**src/rtl/core/eabv_pkg.sv**
```systemverilog
`default_nettype none
// ----------------------------------------------------------------------------
// eabv_pkg
// Shared constants, types and a helper function for the Euler-angle to
// basis-vector converter.
// ----------------------------------------------------------------------------
package eabv_pkg;

    localparam int ANGLE_BITS_DEF    = 16;
    localparam int FRACTION_BITS_DEF = 14;

    // Internal sine/cosine datapath: unsigned fixed point with WORK_FRAC
    // fraction bits, wide enough that the final rounding is exact.
    localparam int WORK_FRAC  = 44;
    localparam int WORK_WIDTH = 46;
    localparam int HALF_WIDTH = WORK_WIDTH / 2;

    // Number of Horner steps in each series.
    localparam int TERMS = 7;

    // pi/2 in Q1.61.
    localparam logic [61:0] HALF_PI_Q61 = 62'h3243F6A8885A308D;

    // Cycles from the sine/cosine unit's input to its registered output.
    localparam int SC_LATENCY   = 21;
    // Cycles from a queue pop to the result strobe.
    localparam int BACK_LATENCY = SC_LATENCY + 3;
    // Cycles from an accepted item to the edge that takes its result.
    localparam int TOTAL_LATENCY = BACK_LATENCY + 1;

    // Octant classification of one angle.
    typedef struct packed {
        logic [1:0] quad;
        logic       swap;
    } eabv_octant_t;

    function automatic logic [63:0] factorial(input int n);
        logic [63:0] f;
        f = 64'd1;
        for (int i = 2; i <= n; i++)
        begin
            f = f * 64'(i);
        end
        return f;
    endfunction

endpackage
`default_nettype wire

```
**src/rtl/core/eabv_front.sv**
```systemverilog
`default_nettype none
// ----------------------------------------------------------------------------
// eabv_front
// Accepts angle triples, folds each angle into its first octant and holds
// the classified items in a two-entry queue for the back end.
// ----------------------------------------------------------------------------
module eabv_front #(
    parameter int ANGLE_BITS = eabv_pkg::ANGLE_BITS_DEF
) (
    input  logic                               clk,
    input  logic                               rst_n,
    input  logic                               start,
    input  logic [ANGLE_BITS-1:0]              pitch_angle,
    input  logic [ANGLE_BITS-1:0]              yaw_angle,
    input  logic [ANGLE_BITS-1:0]              roll_angle,
    input  logic                               pop,
    output logic                               busy,
    output logic                               head_valid,
    output logic [3*(ANGLE_BITS-2)-1:0]        head_rp,
    output eabv_pkg::eabv_octant_t [2:0]       head_oct
);
    import eabv_pkg::*;

    localparam int RB = ANGLE_BITS - 2;
    localparam logic [RB-1:0] HALF_Q = RB'(1) << (RB - 1);

    logic [ANGLE_BITS-1:0]  ang [3];
    logic [3*RB-1:0]        rp_new;
    eabv_octant_t [2:0]     oct_new;
    logic [3*RB-1:0]        rp_mem [2];
    eabv_octant_t [2:0]     oct_mem [2];
    logic                   wr_ptr_reg;
    logic                   rd_ptr_reg;
    logic [1:0]             cnt_reg;
    logic [1:0]             cnt_next;
    logic                   push;
    logic                   take;

    assign ang[0] = pitch_angle;
    assign ang[1] = yaw_angle;
    assign ang[2] = roll_angle;

    // An offset past half a quarter turn is mirrored so the series only
    // ever sees angles up to 45 degrees.
    always_comb
    begin
        logic [RB-1:0] r;
        for (int i = 0; i < 3; i++)
        begin
            r                   = ang[i][RB-1:0];
            oct_new[i].quad     = ang[i][ANGLE_BITS-1 -: 2];
            oct_new[i].swap     = r > HALF_Q;
            rp_new[i*RB +: RB]  = oct_new[i].swap ? (RB'(0) - r) : r;
        end
    end

    assign busy       = cnt_reg == 2'd2;
    assign head_valid = cnt_reg != 2'd0;
    assign push       = start && !busy;
    assign take       = pop && head_valid;
    assign cnt_next   = cnt_reg + 2'(push) - 2'(take);
    assign head_rp    = rp_mem[rd_ptr_reg];
    assign head_oct   = oct_mem[rd_ptr_reg];

    always_ff @(posedge clk or negedge rst_n)
    begin
        if (!rst_n)
        begin
            wr_ptr_reg <= 1'b0;
            rd_ptr_reg <= 1'b0;
            cnt_reg    <= 2'd0;
        end
        else
        begin
            wr_ptr_reg <= wr_ptr_reg ^ push;
            rd_ptr_reg <= rd_ptr_reg ^ take;
            cnt_reg    <= cnt_next;
        end
    end

    always_ff @(posedge clk)
    begin
        if (push)
        begin
            rp_mem[wr_ptr_reg]  <= rp_new;
            oct_mem[wr_ptr_reg] <= oct_new;
        end
    end

endmodule
`default_nettype wire

```
**config.mk**
```make
export PLATFORM = sky130hd
export DESIGN_NAME = eabv_front
export DESIGN_NICKNAME = d
export VERILOG_FILES = /design/src/rtl/core/eabv_pkg.sv /design/src/rtl/core/eabv_front.sv
export SDC_FILE = /design/constraint.sdc
export NUM_CORES = 1
export LEC_CHECK = 0
export BUFFER_PORTS_ARGS = -buffer_cell sky130_fd_sc_hd__buf_2
export CAP_MARGIN = 10
export CORE_ASPECT_RATIO = 0.6
export CORE_UTILIZATION = 40
export DETAILED_ROUTE_END_ITERATION = 7
export MAX_ROUTING_LAYER = met4
export SLEW_MARGIN = 5
export SYNTH_ARGS = -nofsm -noshare
export SYNTH_HDL_FRONTEND = slang
export SYNTH_SLANG_ARGS = --single-unit
```
**constraint.sdc**
```tcl
create_clock -name clk -period 2.6 [get_ports clk]
set_input_delay 0.52 -clock clk [delete_from_list [all_inputs] [get_ports clk]]
set_output_delay 0.52 -clock clk [all_outputs]
set_load 0.01 [all_outputs]
```
==> run_results.csv, run 1 <==
group,metric,value,unit
timing,finalMaxSlewViolations,0,
clock_tree,cts_hold_buf,1,
synthesis,yosys_warnings,0,
timing,period_needed,2221,ps
cells_and_area,nets,493,
cells_and_area,nFillCells,1026,
critical_path,crit_type,"input pin to flop",
critical_path,slowest_stage,"o41ai_4",
cells_and_area,drive_above_1_share,0.4465,
cells_and_area,fin_util,0.5144,
floorplanning,coreArea,11490,um2
critical_path,r2r.worst_path.cells,7,
synthesis,ys_ff_latch,106,
hold_path,holdPathEnd,"oct_mem[1][4]",
critical_path,max_stage_delay,550,ps
timing,hold_violations,0,
synthesis,yosysUniqueCellTypes,40,
pwr,ir_drop,0.4199,mV
cells_and_area,n_antenna_cell,0,
pwr,power.density_cell_area,973.0,nW/um2
grt,grt_pass1_wl,14370,um
synthesis,synth_nets,375,
clock_tree,cts_setup_buffers,0,
clock_tree,clock-sinks,106,
routing,wl,9311,um
timing,final-setup-viol-count,0,
routing,first_iter_violations,198,
pwr,combPwrFrac,0.315,
timing,rsz0062_at_grt,"false",
critical_path,worstSetupStartpoint,"pitch_angle[0]",
critical_path,crit_chain,"buf_2 -> inv_1 -> ha_1 -> or3b_2 -> o41ai_4 -> mux2_4",
grt,gr-total-overflow,0,
cells_and_area,largest_register_ffs,84,
clock_tree,clock_path_buffers,2,
grt,use_met1,0.2204,
floorplanning,die_width,143.3,um
critical_path,crit_required,2690,ps
critical_path,r2r-end,"cnt_reg[1]",
routing,drc,0,
placement,portBuffers,104,
synthesis,yosysSeqAreaShare,0.6604,
synthesis,synth.top_cell.area_share,0.6395,
placement,post-place-ws,49.83,ps
grt,antenna_found_initial,0,
hold_path,hp-class,"input pin to flop",
critical_path,crit_fanout,6,
hold_path,worstHoldStart,"yaw_angle[14]",
timing,worst_pin_slew,608.4,ps
placement,place_congestion,0.8431,
synthesis,synth_edf_count,102,
pwr,swShare,0.2973,
pwr,p_sw,1.709,mW
critical_path,critPathLaunchType,"input pin",
synthesis,netlist_area,4790,um2
critical_path,worstReg2RegStart,"cnt_reg[1]",
synthesis,synth_area_leaders,"edfxtp_1 (64%), mux2_2 (12%), xnor2_1 (3.7%), dfrtp_1 (2.1%), ha_1 (1.8%)",
pwr,leakage,2.232,nW
clock_tree,cts.clk_slew.worst_paths,70,ps
critical_path,reg2reg_slack,840,ps
clock_tree,tritoncts.num_buffers,9,
cells_and_area,final_cells,599,
grt,grt_util_met2,0.2333,
clock_tree,cts_tree,"done",
clock_tree,htreeDepth,3,
clock_tree,cts.repair.resized,0,
timing,timing.fmax,450.2,MHz
critical_path,critPathCaptureType,"flop",
placement,hpwl,6601,um
grt,grt_pass1_vias,2865,
routing,drt_pass1_iterations,4,
timing,fin_setup_tns,0,ps
outcome,status,"completed",
synthesis,yosys.area.top_type,"edfxtp_1",
timing,min_period_over_period,0.8543,
pwr,clkPwrFrac,0.259,
floorplanning,fp.dieH,86.76,um
routing,avgViaCountPerCell,4.905,
cells_and_area,area_growth,23.35,%
grt,grt_max_degree,31,
synthesis,synth_ff_type,"edfxtp_1",
grt,grt_usage,0.1619,
floorplanning,die_area,12430,um2
timing,timing.final.ws_setup,378.8,ps
timing,timing.slew.headroom,0.5839,
floorplanning,ioPinCount,105,
clock_tree,cts-root-buf,"clkbuf_16",
pwr,internal_power,4.040,mW
hold_path,hold_path_depth,1,
timing,clock_skew,5.008,ps
routing,wl_per_cell,15.54,um
critical_path,cp.arrival,2310,ps
grt,busiest_layer,"met2",
placement,placed_cells,582,
routing,ant_nets,0,
grt,met3_usage,0.04917,
floorplanning,rows,30,
synthesis,synthArstFlopShare,0.03774,
synthesis,avgSynthCellArea,15.16,um2
routing,vias,2938,
clock_tree,clk_latency,340,ps
floorplanning,initial_core_util,0.4170,
pwr,pwr-share-seq,0.426,
run,maxCapViolCount,0,
synthesis,netlist_instances,316,
-- worst max-delay path by stage --
stage	to	slack, ps
final	rp_mem[1][1]	380
after global routing	rp_mem[1][1]	360
after CTS	rp_mem[1][1]	420
after detailed placement	rp_mem[1][1]	50
after global placement	rp_mem[0][1]	90
after floorplan	oct_mem[1][0]	280
-- per-stage QoR --
step	hold slack, ps	power [mW]	instance area [um2]
after detailed placement	332.4	4.335	5564
after CTS	348.5	5.841	5908
final	363.1	5.749	5908
after global placement	337.9	4.314	5564
after floorplan	224.4	3.629	4790
after global routing	343.6	6.071	5908
-- Yosys cell counts (all sizes together) (3+ instances only) --
cell,instances
edfxtp,102
mux2,54
xnor2,20
inv,16
nand2,13
nor2,11
a31oi,8
clkbuf,8
xor2,8
ha,7
nor4,7
o21ai,7
nand2b,6
nor3,6
a21oi,5
o31ai,5
dfrtp,4
or2,3
-- power groups by stage --
stage / Clock [mW] / Combinational (mW) / Sequential, mW
floorplan: 0 / 1.15 / 2.47
global placement: 0 / 1.84 / 2.47
detailed placement: 0 / 1.84 / 2.49
CTS: 1.53 / 1.86 / 2.45
global route: 1.59 / 2.00 / 2.48
finish: 1.49 / 1.81 / 2.45
-- layout make-up --
class | count | area, um2 | area share
well taps | 160 | 200.2 | 0.03388
inverters | 16 | 60.06 | 0.01017
repair buffers | 116 | 613.1 | 0.1038
clock inverters | 7 | 108.9 | 0.01842
multi-input cells | 185 | 1536 | 0.2601
flip-flops and latches | 106 | 3164 | 0.5356
clock buffers | 9 | 225.2 | 0.03812
-- logic make-up after synthesis --
family,after synthesis,synth area share
simple gates,60,0.06766
flops,106,0.6604
xor+xnor,28,0.05120
mux,54,0.1277
compound gates,36,0.05486
fa+ha+maj,7,0.01829
buf+inv,25,0.01985
-- worst max-delay path: cells and delay by family --
family	cells	cell delay [ps]
AOI/OAI and AO/OA	1	550
and+or+nand+nor	1	540
muxes	1	350
buffers and inverters	2	200
adders and majority gates	1	150
-- routing by layer --
metal	vias to the layer above	wire length, um
li1	1442	-
met1	1418	4838
met2	69	3941
met3	9	437
met4	0	94
met5	-	0
-- placed cells by master (no fill, tap or decap), drive strengths merged, types with 8 or more instances in the layout --
cell type / Yosys / final
a31oi: 8 / 8
buf: 1 / 115
clkbuf: 8 / 9
edfxtp: 102 / 102
inv: 16 / 20
mux2: 54 / 54
nand2: 13 / 13
nor2: 11 / 11
xnor2: 20 / 20
xor2: 8 / 8
Note: power is estimated with default switching activity, not from simulation.
==> run 2, diff against run 1 <==
Settings changed: CORE_ASPECT_RATIO 0.6 to unset.
==> run 2 against run 1 <==
Compared with the run above:
- the flow now finishes with violations (design-rule violations)
- utilization is 1.1 points lower
- non-clock buffer count stayed put
- clock skew is 0.72 ps lower
- power is 5.0% lower
- via count is 0.78% higher
- first-iteration DRC count is 25% lower
- critical endpoint unchanged
- largest power group unchanged
==> run_results.csv, run 2 (synthesis results as in run 1) <==
group,metric,value,unit
outcome,status,"complete, but fails checks",
outcome,failed_checks,"design-rule violations",
routing,wl,9195,um
routing,drc,14,
clock_tree,tritoncts.num_buffers,9,
clock_tree,cts-root-buf,"clkbuf_16",
routing,wl_per_cell,15.80,um
pwr,clkPwrFrac,0.219,
routing,vias,2961,
critical_path,critPathLaunchType,"input pin",
clock_tree,cts_tree,"done",
clock_tree,cts.repair.resized,0,
cells_and_area,nets,493,
timing,period_needed,2190,ps
cells_and_area,largest_register_ffs,84,
placement,portBuffers,104,
timing,fin_setup_tns,0,ps
grt,grt_pass1_vias,3001,
timing,timing.fmax,456.7,MHz
cells_and_area,final_cells,582,
routing,ant_nets,0,
cells_and_area,n_antenna_cell,0,
timing,finalMaxSlewViolations,0,
pwr,combPwrFrac,0.328,
pwr,p_sw,1.633,mW
grt,antenna_found_initial,0,
timing,clock_skew,4.290,ps
cells_and_area,drive_above_1_share,0.4374,
critical_path,crit_fanout,6,
timing,final-setup-viol-count,0,
cells_and_area,final_common_cell,"buf_2",
timing,timing.slew.headroom,0.6132,
pwr,leakage,2.199,nW
pwr,power.density_cell_area,938.3,nW/um2
pwr,swShare,0.2991,
timing,hold_violations,0,
critical_path,cp.arrival,2280,ps
floorplanning,ioPinCount,105,
run,maxCapViolCount,0,
pwr,pwr-share-seq,0.452,
critical_path,crit_required,2690,ps
floorplanning,coreArea,11560,um2
placement,placed_cells,565,
floorplanning,rows,39,
floorplanning,die_width,111.4,um
grt,grt_pass1_wl,14810,um
floorplanning,die_area,12420,um2
grt,gr-total-overflow,0,
critical_path,critPathCaptureType,"flop",
placement,place_congestion,0.7652,
routing,avgViaCountPerCell,5.088,
critical_path,crit_type,"input pin to flop",
hold_path,hp-class,"input pin to flop",
pwr,ir_drop,0.3589,mV
routing,first_iter_violations,148,
pwr,internal_power,3.828,mW
routing,drt_pass1_iterations,6,
clock_tree,clock_path_buffers,2,
timing,worst_pin_slew,565.6,ps
grt,grt_usage,0.1607,
placement,hpwl,6251,um
cells_and_area,area_growth,21.53,%
timing,min_period_over_period,0.8422,
grt,grt_max_degree,47,
cells_and_area,mostFrequentLayoutCells,"buf_2 (104), edfxtp_1 (102), mux2_2 (53), xnor2_1 (20), inv_1 (16)",
clock_tree,clock-sinks,106,
clock_tree,cts.clk_slew.worst_paths,60,ps
timing,rsz0062_at_grt,"false",
clock_tree,clk_latency,340,ps
clock_tree,htreeDepth,3,
floorplanning,fp.dieH,111.4,um
floorplanning,initial_core_util,0.4142,
-- run 2: cell types whose count changed in the layout (fill, tap and decap cells not counted) --
cell,delta
clkbuf_1,+3
clkinv_2,+3
bufinv_16,-2
inv_6,-2
inv_8,-2
buf_12,+1
buf_4,-1
clkinv_1,+1
clkinv_4,-1
-- run 2: layer usage --
layer	vias up	GRT usage	wire length, um
li1	1442	-	-
met1	1426	0.2014	4219
met2	80	0.2542	4395
met3	13	0.02667	384
met4	0	0.07838	196
met5	-	-	0
-- run 2: repair_timing --
action | in CTS | in global routing
hold buffers | 1 | 0
hold endpoints to repair | 4 | 0
buffers inserted | 0 | 0
-- run 2: power groups by stage --
stage               registers [mW]  logic, mW  clock network (mW)
floorplan                     2.47       1.15                   0
global placement              2.49       1.82                   0
detailed placement            2.51       1.83                   0
CTS                           2.48       1.84                1.24
global route                  2.51       1.95                1.31
finish                        2.47       1.79                1.20
-- run 2: worst max-delay path, stage by stage --
cell and delay (ps):
buf_2 130, inv_1 60, ha_1 160, or3b_2 530, o41ai_4 540, mux2_4 350
-- run 2: final cells by class --
cell class | instances | area, um2
clock inverters | 4 | 18.77
repair buffers | 116 | 625.6
fillers | 1007 | 5744
inverters | 16 | 60.06
multi-input cells | 185 | 1536
flip-flops and latches | 106 | 3164
clock buffers | 12 | 236.5
well taps | 143 | 178.9
-- run 2: final timing paths --
check	startpoint	endpoint	slack, ps	cells past startpoint
max in group asynchronous	rst_n	rd_ptr_reg	1950	2
worst min-delay path	pitch_angle[14]	oct_mem[1][1]	360	1
min in group asynchronous	rst_n	cnt_reg[1]	520	2
worst max-delay path	pitch_angle[0]	rp_mem[1][1]	410	6
worst max register to register	cnt_reg[1]	cnt_reg[1]	850	7
worst min register to register	cnt_reg[1]	cnt_reg[1]	490	1
-- run 2: stage by stage --
stage | cell area (um2) | util | hold WS [ps] | setup slack [ps] | power (mW)
6_report | 5821 | 0.5033 | 363.7 | 410.2 | 5.461
5_1_grt | 5821 | 0.5033 | 355.6 | 290.7 | 5.768
4_1_cts | 5821 | 0.5033 | 350.9 | 373.4 | 5.553
3_5_place_dp | 5555 | 0.4804 | 335.3 | 48.46 | 4.339
3_3_place_gp | 5555 | 0.4804 | 330.9 | 107.0 | 4.308
2_1_floorplan | 4790 | - | 224.4 | 284.6 | 3.629
